<file path="src/rtl/dps_pkg.sv">
// Shared types and constants of the dynamic priority scheduler.
`default_nettype none

package dps_pkg;

    localparam int ID_W         = 8;
    localparam int PRIO_W       = 8;
    localparam int TIME_W       = 16;
    localparam int TASK_COUNT_W = 5;

    localparam logic CMD_ADD  = 1'b0;
    localparam logic CMD_TICK = 1'b1;

    localparam logic signed [PRIO_W-1:0] PRIO_MIN = 8'sh80;

    // One queued task as held in the task memory.
    typedef struct packed {
        logic [ID_W-1:0]          id;
        logic signed [PRIO_W-1:0] prio;
        logic [TIME_W-1:0]        needed;
        logic [TIME_W-1:0]        elapsed;
    } task_rec_t;

    // Result of one transaction apart from the task count.
    typedef struct packed {
        logic                     dispatched;
        logic [ID_W-1:0]          run_id;
        logic signed [PRIO_W-1:0] run_priority;
        logic [TIME_W-1:0]        elapsed;
        logic                     finished;
        logic                     rejected;
    } dps_res_t;

    typedef enum logic [2:0] {
        ST_IDLE,
        ST_HEAD,
        ST_FWD,
        ST_BWD,
        ST_PUT,
        ST_OUT
    } dps_state_t;

endpackage

`default_nettype wire

</file>
<file path="src/rtl/dps_ram.sv">
// Generic simple dual-port RAM with registered read.
`default_nettype none

module dps_ram #(
    parameter int WIDTH = 48,
    parameter int DEPTH = 16
) (
    input  wire logic                     clk,
    input  wire logic                     wr_en,
    input  wire logic [$clog2(DEPTH)-1:0] wr_addr,
    input  wire logic [WIDTH-1:0]         wr_data,
    input  wire logic [$clog2(DEPTH)-1:0] rd_addr,
    output logic      [WIDTH-1:0]         rd_data
);

    logic [WIDTH-1:0] mem [DEPTH];

    always_ff @(posedge clk) begin
        if (wr_en) begin
            mem[wr_addr] <= wr_data;
        end
        rd_data <= mem[rd_addr];
    end

endmodule

`default_nettype wire

</file>
<file path="src/rtl/dps_ctrl.sv">
// Sequencer that walks the priority-ordered task memory for adds and ticks.
`default_nettype none

module dps_ctrl #(
    parameter int MAX_PROCS = 16,
    localparam int AW = $clog2(MAX_PROCS),
    localparam int CW = $clog2(MAX_PROCS + 1)
) (
    input  wire logic                           aclk,
    input  wire logic                           aresetn,
    input  wire logic                           in_valid,
    output logic                                in_ready,
    input  wire logic                           in_cmd,
    input  wire logic [dps_pkg::ID_W-1:0]       in_id,
    input  wire logic signed [dps_pkg::PRIO_W-1:0] in_prio,
    input  wire logic [dps_pkg::TIME_W-1:0]     in_run_time,
    input  wire logic                           out_free,
    output logic                                res_valid,
    output dps_pkg::dps_res_t                   res,
    output logic [CW-1:0]                       count,
    output logic [AW-1:0]                       rd_addr,
    input  wire dps_pkg::task_rec_t             rd_data,
    output logic                                wr_en,
    output logic [AW-1:0]                       wr_addr,
    output dps_pkg::task_rec_t                  wr_data
);

    import dps_pkg::*;

    dps_state_t state_reg, state_next;
    logic [AW-1:0] k_reg, k_next;
    logic [CW-1:0] count_reg, count_next;
    task_rec_t     cur_reg, cur_next;
    dps_res_t      res_reg, res_next;
    logic          fin_reg, fin_next;
    logic          add_reg, add_next;

    logic [TIME_W-1:0] el_inc;
    logic              head_fin;
    logic              is_last;

    assign el_inc   = rd_data.elapsed + TIME_W'(1);
    assign head_fin = (el_inc == rd_data.needed);
    assign is_last  = (CW'(k_reg) == count_reg - CW'(1));

    always_ff @(posedge aclk) begin
        if (!aresetn) begin
            state_reg <= ST_IDLE;
            count_reg <= '0;
        end else begin
            state_reg <= state_next;
            count_reg <= count_next;
        end
        k_reg   <= k_next;
        cur_reg <= cur_next;
        res_reg <= res_next;
        fin_reg <= fin_next;
        add_reg <= add_next;
    end

    always_comb begin
        state_next = state_reg;
        k_next     = k_reg;
        count_next = count_reg;
        cur_next   = cur_reg;
        res_next   = res_reg;
        fin_next   = fin_reg;
        add_next   = add_reg;
        in_ready   = 1'b0;
        res_valid  = 1'b0;
        rd_addr    = k_reg + AW'(1);
        wr_en      = 1'b0;
        wr_addr    = k_reg;
        wr_data    = cur_reg;

        unique case (state_reg)
            ST_IDLE: begin
                in_ready = 1'b1;
                if (in_valid) begin
                    add_next = (in_cmd == CMD_ADD);
                    res_next = '0;
                    if (in_cmd == CMD_TICK) begin
                        if (count_reg == '0) begin
                            state_next = ST_OUT;
                        end else begin
                            rd_addr    = '0;
                            state_next = ST_HEAD;
                        end
                    end else if (in_run_time == '0 || count_reg == CW'(MAX_PROCS)) begin
                        res_next.rejected = 1'b1;
                        state_next        = ST_OUT;
                    end else begin
                        cur_next.id      = in_id;
                        cur_next.prio    = in_prio;
                        cur_next.needed  = in_run_time;
                        cur_next.elapsed = '0;
                        if (count_reg == '0) begin
                            k_next     = '0;
                            state_next = ST_PUT;
                        end else begin
                            // walk from the tail towards the head
                            k_next     = AW'(count_reg - CW'(1));
                            rd_addr    = AW'(count_reg - CW'(1));
                            state_next = ST_BWD;
                        end
                    end
                end
            end

            ST_HEAD: begin
                res_next.dispatched   = 1'b1;
                res_next.run_id       = rd_data.id;
                res_next.run_priority = rd_data.prio;
                res_next.elapsed      = el_inc;
                res_next.finished     = head_fin;
                fin_next              = head_fin;
                cur_next.id           = rd_data.id;
                cur_next.prio         = (rd_data.prio == PRIO_MIN) ? rd_data.prio
                                                                   : rd_data.prio - 8'sd1;
                cur_next.needed       = rd_data.needed;
                cur_next.elapsed      = el_inc;
                if (count_reg == CW'(1)) begin
                    k_next = '0;
                    if (head_fin) begin
                        count_next = '0;
                        state_next = ST_OUT;
                    end else begin
                        state_next = ST_PUT;
                    end
                end else begin
                    rd_addr    = AW'(1);
                    k_next     = AW'(1);
                    state_next = ST_FWD;
                end
            end

            // close the gap at the head; drop the decayed task in where it fits
            ST_FWD: begin
                wr_en   = 1'b1;
                wr_addr = k_reg - AW'(1);
                if (fin_reg || rd_data.prio >= cur_reg.prio) begin
                    wr_data = rd_data;
                    if (is_last) begin
                        if (fin_reg) begin
                            count_next = count_reg - CW'(1);
                            state_next = ST_OUT;
                        end else begin
                            state_next = ST_PUT;
                        end
                    end else begin
                        k_next = k_reg + AW'(1);
                    end
                end else begin
                    wr_data    = cur_reg;
                    state_next = ST_OUT;
                end
            end

            // shift lower-priority tasks back by one until the slot is found
            ST_BWD: begin
                wr_en   = 1'b1;
                wr_addr = k_reg + AW'(1);
                if (cur_reg.prio > rd_data.prio) begin
                    wr_data = rd_data;
                    if (k_reg == '0) begin
                        state_next = ST_PUT;
                    end else begin
                        k_next  = k_reg - AW'(1);
                        rd_addr = k_reg - AW'(1);
                    end
                end else begin
                    wr_data    = cur_reg;
                    count_next = count_reg + CW'(1);
                    state_next = ST_OUT;
                end
            end

            ST_PUT: begin
                wr_en   = 1'b1;
                wr_addr = k_reg;
                wr_data = cur_reg;
                if (add_reg) begin
                    count_next = count_reg + CW'(1);
                end
                state_next = ST_OUT;
            end

            ST_OUT: begin
                if (out_free) begin
                    res_valid  = 1'b1;
                    state_next = ST_IDLE;
                end
            end

            default: begin
                state_next = ST_IDLE;
            end
        endcase
    end

    assign res   = res_reg;
    assign count = count_reg;

    a_count_bound: assert property (@(posedge aclk) disable iff (!aresetn)
        count_reg <= CW'(MAX_PROCS))
        else $error("task count above table size");

    a_no_write_idle: assert property (@(posedge aclk) disable iff (!aresetn)
        (state_reg == ST_IDLE || state_reg == ST_OUT) |-> !wr_en)
        else $error("memory write outside a walk");

    a_count_step: assert property (@(posedge aclk) disable iff (!aresetn)
        ##1 (count_reg == $past(count_reg) || count_reg == $past(count_reg) + CW'(1)
             || count_reg == $past(count_reg) - CW'(1)))
        else $error("task count moved by more than one");

    a_walk_in_range: assert property (@(posedge aclk) disable iff (!aresetn)
        (state_reg == ST_FWD || state_reg == ST_BWD) |-> (CW'(k_reg) < count_reg))
        else $error("walk index beyond queued tasks");

    a_result_one_cycle: assert property (@(posedge aclk) disable iff (!aresetn)
        res_valid |=> state_reg == ST_IDLE)
        else $error("result issued without return to idle");

endmodule

`default_nettype wire

</file>
<file path="src/rtl/dynamic_priority_scheduler.sv">
// Dynamic priority scheduler: top level with stream ports and result register.
//
// Input channel s_*: s_tuser carries the command (add a task or one tick),
// s_tdata the task id, signed priority and needed run time of an add.
// Output channel m_*: one result transaction for every input transaction,
// in order. A tick dispatches the head of the ready queue (highest priority,
// oldest among equals), runs it one time unit and either retires it or
// re-queues it one priority step lower (floor at -128).
// Tasks are held in a single task memory kept sorted by queue position; each
// item walks over it at most once, one entry a cycle through the registered read port.
// The next input is taken once the previous result sits in the output
// register; a stalled receiver holds that result and a finished walk waits
// for the register to free up, holding s_tready low meanwhile.
// Reset empties the queue at once; the task memory is not cleared.
`default_nettype none

module dynamic_priority_scheduler #(
    parameter int MAX_PROCS = 16
) (
    input  wire logic        aclk,
    input  wire logic        aresetn,
    input  wire logic        s_tvalid,
    output logic             s_tready,
    input  wire logic [31:0] s_tdata,   // task_id[7:0], priority_req[15:8], run_time[31:16]
    input  wire logic        s_tuser,   // cmd
    output logic             m_tvalid,
    input  wire logic        m_tready,
    output logic [39:0]      m_tdata,   // run_id[7:0], run_priority[15:8], elapsed[31:16],
                                        // finished[32], task_count[37:33], zero[39:38]
    output logic [1:0]       m_tuser    // dispatched[0], rejected[1]
);

    import dps_pkg::*;

    localparam int AW = $clog2(MAX_PROCS);
    localparam int CW = $clog2(MAX_PROCS + 1);

    logic          out_free;
    logic          res_valid;
    dps_res_t      res;
    logic [CW-1:0] count;
    logic [AW-1:0] rd_addr;
    logic [AW-1:0] wr_addr;
    logic          wr_en;
    task_rec_t     rd_rec;
    task_rec_t     wr_rec;
    logic [$bits(task_rec_t)-1:0] rd_raw;

    logic                   m_tvalid_reg, m_tvalid_next;
    dps_res_t               res_out_reg;
    logic [TASK_COUNT_W-1:0] count_out_reg;

    assign out_free = !m_tvalid_reg || m_tready;
    assign rd_rec   = task_rec_t'(rd_raw);

    dps_ram #(
        .WIDTH ($bits(task_rec_t)),
        .DEPTH (MAX_PROCS)
    ) u_task_ram (
        .clk     (aclk),
        .wr_en   (wr_en),
        .wr_addr (wr_addr),
        .wr_data (wr_rec),
        .rd_addr (rd_addr),
        .rd_data (rd_raw)
    );

    dps_ctrl #(
        .MAX_PROCS (MAX_PROCS)
    ) u_ctrl (
        .aclk        (aclk),
        .aresetn     (aresetn),
        .in_valid    (s_tvalid),
        .in_ready    (s_tready),
        .in_cmd      (s_tuser),
        .in_id       (s_tdata[7:0]),
        .in_prio     (s_tdata[15:8]),
        .in_run_time (s_tdata[31:16]),
        .out_free    (out_free),
        .res_valid   (res_valid),
        .res         (res),
        .count       (count),
        .rd_addr     (rd_addr),
        .rd_data     (rd_rec),
        .wr_en       (wr_en),
        .wr_addr     (wr_addr),
        .wr_data     (wr_rec)
    );

    always_comb begin
        m_tvalid_next = m_tvalid_reg;
        if (res_valid) begin
            m_tvalid_next = 1'b1;
        end else if (m_tready) begin
            m_tvalid_next = 1'b0;
        end
    end

    always_ff @(posedge aclk) begin
        if (!aresetn) begin
            m_tvalid_reg <= 1'b0;
        end else begin
            m_tvalid_reg <= m_tvalid_next;
        end
        if (res_valid) begin
            res_out_reg   <= res;
            count_out_reg <= TASK_COUNT_W'(count);
        end
    end

    assign m_tvalid = m_tvalid_reg;
    assign m_tdata  = {2'b00, count_out_reg, res_out_reg.finished, res_out_reg.elapsed,
                       res_out_reg.run_priority, res_out_reg.run_id};
    assign m_tuser  = {res_out_reg.rejected, res_out_reg.dispatched};

endmodule

`default_nettype wire

</file>
<file path="config.mk">
export PLATFORM = sky130hd
export DESIGN_NAME = dynamic_priority_scheduler
export DESIGN_NICKNAME = d
export VERILOG_FILES = /design/src/rtl/dps_pkg.sv /design/src/rtl/dps_ram.sv /design/src/rtl/dps_ctrl.sv /design/src/rtl/dynamic_priority_scheduler.sv
export SDC_FILE = /design/constraint.sdc
export NUM_CORES = 1
export LEC_CHECK = 0
export BUFFER_PORTS_ARGS = -buffer_cell sky130_fd_sc_hd__buf_2
export CAP_MARGIN = 20
export CELL_PAD_IN_SITES_DETAIL_PLACEMENT = 2
export CELL_PAD_IN_SITES_GLOBAL_PLACEMENT = 2
export CORE_ASPECT_RATIO = 1.5
export CORE_MARGIN = 2
export CORE_UTILIZATION = 48
export DETAILED_ROUTE_END_ITERATION = 7
export GPL_ROUTABILITY_DRIVEN = 0
export PLACE_DENSITY = 0.86
export REMOVE_ABC_BUFFERS = 1
export SETUP_SLACK_MARGIN = 0.15
export SLEW_MARGIN = 20
export SYNTH_ARGS = -nofsm -noshare
export SYNTH_HDL_FRONTEND = slang
export SYNTH_SLANG_ARGS = --single-unit
</file>
<file path="constraint.sdc">
create_clock -name aclk -period 10.9 [get_ports aclk]
set_input_delay 0.545 -clock aclk [delete_from_list [all_inputs] [get_ports aclk]]
set_output_delay 0.545 -clock aclk [all_outputs]
set_load 0.02 [all_outputs]
</file>
==> flow_metrics.tcl <==
set metrics [dict create \
    mostFrequentLayoutCells "edfxtp_1 (897), nand2_1 (467), nand3_1 (349)" \
    syn2layout_area_growth_pct 11.6 \
    drtIter0Drc 3915 \
    ant_nets 0 \
    dp_cells 4022 \
    slowest_stage "buf_4" \
    ir_worst_vdd_mv 0.354 \
    overflow 0 \
    comb_power_share_pct 44.9 \
    grt_pass1_vias 32800 \
    cts_tree "yes" \
    finalCritPeriodShare_pct 55.7 \
    max-cap-violations 0 \
    grt_pass1_wl_mm 236 \
    p_leak_nw 14.9 \
    ys.flop_type "edfxtp_1" \
    clk_pin_slew_ns 0.07 \
    clk_latency_ns 0.69 \
    clockBufferDepth 3 \
    finClkSkew_ns 0.0341 \
    ios 81 \
    setup_viol 0 \
    antenna_found_initial 4 \
    cts_hold_buffers 0 \
    die_y_um 356 \
    ys_async_sr_fraction_pct 0 \
    die-width_um 239 \
    yosysSeqAreaShare_pct 70.8 \
    die-area_mm2 0.0849 \
    cts_resized 0 \
    crit_type "reg -> reg" \
    path_cells "inv_1, nor2_4, buf_4, buf_4, and3_1, mux2_4, buf_4, buf_4, o21ai_0, a311oi_1, a32oi_1, o311ai_1" \
    powerDensity_mw_per_mm2 365 \
    cts.sinks 954 \
    grt_max_degree 194 \
    p_sw_mw 7.45 \
    post-dp-hpwl_mm 79.7 \
    numCtsBuffers 92 \
    rsz0062_at_grt "no" \
    final_common_cell "edfxtp_1" \
    drive_gt1_share_pct 11.6 \
    seqPwrFrac_pct 34.1 \
    max_freq_mhz 165 \
    critPathMostFrequentCell "buf_4" \
    grtUsageTotal_pct 38.5 \
    synth_area_leaders "edfxtp_1 (68%), nand2_1 (4.5%), nand3_1 (4.4%)" \
    crit_required_ns 11.44 \
    rows 129 \
    hold_path.class "in -> reg" \
    netlist.area_leader.share_pct 68.0 \
    initial_utilization_pct 48.2 \
    first_pass_iters 5 \
    syn_inst 3056 \
    crit_family "buffers and inverters" \
    synth-edff-count 897 \
    synth.avg_cell_area_um2 13.0 \
    cp-end-kind "flip-flop" \
    post_cts_buffers 0 \
    drt_wl_total_mm 165 \
    p_clk_share_pct 21.0 \
    slew_headroom_pct 15.8 \
    fin_crit_ns 6.07 \
    synth_warnings 0 \
    cpPeakStageDelay_ns 0.74 \
    vias_per_cell 7.19 \
    reg2reg_slack_ns 4.83 \
    finalHoldViolations 0 \
    h-tree-depth 3 \
    power.internal_mw 8.69 \
    ys_seq_elements 954 \
    critPathMaxFanout 68 \
    fin_cells 4197 \
    largest_reg_flops 768 \
    cp_num_buf_inv 5 \
    slew_viol_final 0 \
    worst_slew_pin_slew_ns 1.26 \
    syn_area_mm2 0.0396 \
    nNetsFinal 3124 \
    yosysTopAreaCell "edfxtp_1" \
    synthDistinctLibCells 75 \
    routedWlPerCell_um 39.2 \
    status "finished, final reports clean" \
    finish.utilization_pct 53.8 \
    io_buffers 78 \
    cp-start-kind "flip-flop" \
    arrival_ns 6.61 \
    drc 0 \
    core_region_area_mm2 0.0822 \
    p_sw_share_pct 46.2 \
    root_buffer "clkbuf_16" \
    num_vias 30200 \
]
==> logic make-up after synthesis <==
group,synth area share [%]
and+or+nand+nor,13.7
DFF,70.8
AOI/OAI and AO/OA,10.6
buffers and inverters,3.11
xor gates and xnor gates,1.01
adders and majority gates,0.537
muxes,0.196
other,0.00946
==> cells in the mapped netlist, types with 14 or more instances <==
cell	count
xnor2_1	29
o311ai_1	48
dfxtp_1	57
buf_4	20
xor2_1	14
clkbuf_1	150
buf_2	67
and3_1	151
nand3_1	349
a21oi_1	29
a211oi_1	52
ha_1	17
edfxtp_1	897
a32oi_1	49
inv_1	25
o21ai_0	255
nand2_1	471
a311oi_1	48
and2_1	21
nor2_1	80
nor3_1	16
a311o_1	48
==> worst paths after layout <==
kind | to | startpoint | cells after the start
max reg2reg | u_task_ram.rd_data[39] | u_ctrl.state_reg[1] | 12
min reg2reg | m_tdata[11] | u_ctrl.res[21] | 0
max | u_task_ram.rd_data[39] | u_ctrl.state_reg[1] | 12
min | u_ctrl.cur_reg[34] | s_tdata[10] | 3
==> power groups by stage <==
stage          combinational, mW  sequential [mW]  clock, mW
3_5_place_dp                6.68             5.50          0
4_1_cts                     7.05             5.48       3.40
6_report                    7.25             5.50       3.38
2_1_floorplan               4.02             5.37          0
5_1_grt                     7.53             5.51       3.50
3_3_place_gp                5.99             5.43          0
==> per-stage QoR <==
step                      setup TNS [ns]  setup WS [ns]  power (mW)  hold WS (ns)  area [µm²]
after detailed placement               0           5.27        12.2         0.405       41100
after CTS                              0           5.09        15.9         0.127       44100
final                                  0           4.83        16.1         0.151       44200
after global routing                   0           4.82        16.5         0.160       44200
after global placement                 0           5.66        11.4         0.401       41100
after floorplan                  -385.37          -8.03        9.39         0.400       38500
==> final cells by class <==
type / instances / area (µm²)
Timing Repair Buffer: 168 / 1130
Inverter: 27 / 101
Sequential cell: 954 / 28100
Clock buffer: 123 / 2510
Tap cell: 1048 / 1310
Antenna cell: 1 / 2.50
Clock inverter: 49 / 494
Multi-Input combinational cell: 1827 / 10600
Fill cell: 7460 / 37900
==> worst min-delay path, stage by stage <==
cell and delay [ns]:
buf_2 0.08, nand2_1 0.04, o31ai_1 0.06
==> routing by layer <==
metal | part of all wire (%) | vias to the layer above | global-route usage, % | routed length [µm]
met2 | 49 | 2185 | 63.2 | 80000
met3 | 8.7 | 708 | 7.75 | 14300
li1 | - | 11700 | - | -
met1 | 35 | 15600 | 46.2 | 58400
met4 | 7.2 | 8 | 25.6 | 11800
met5 | 0.030 | - | 0 | 49
(Power assumes the default switching activity.)
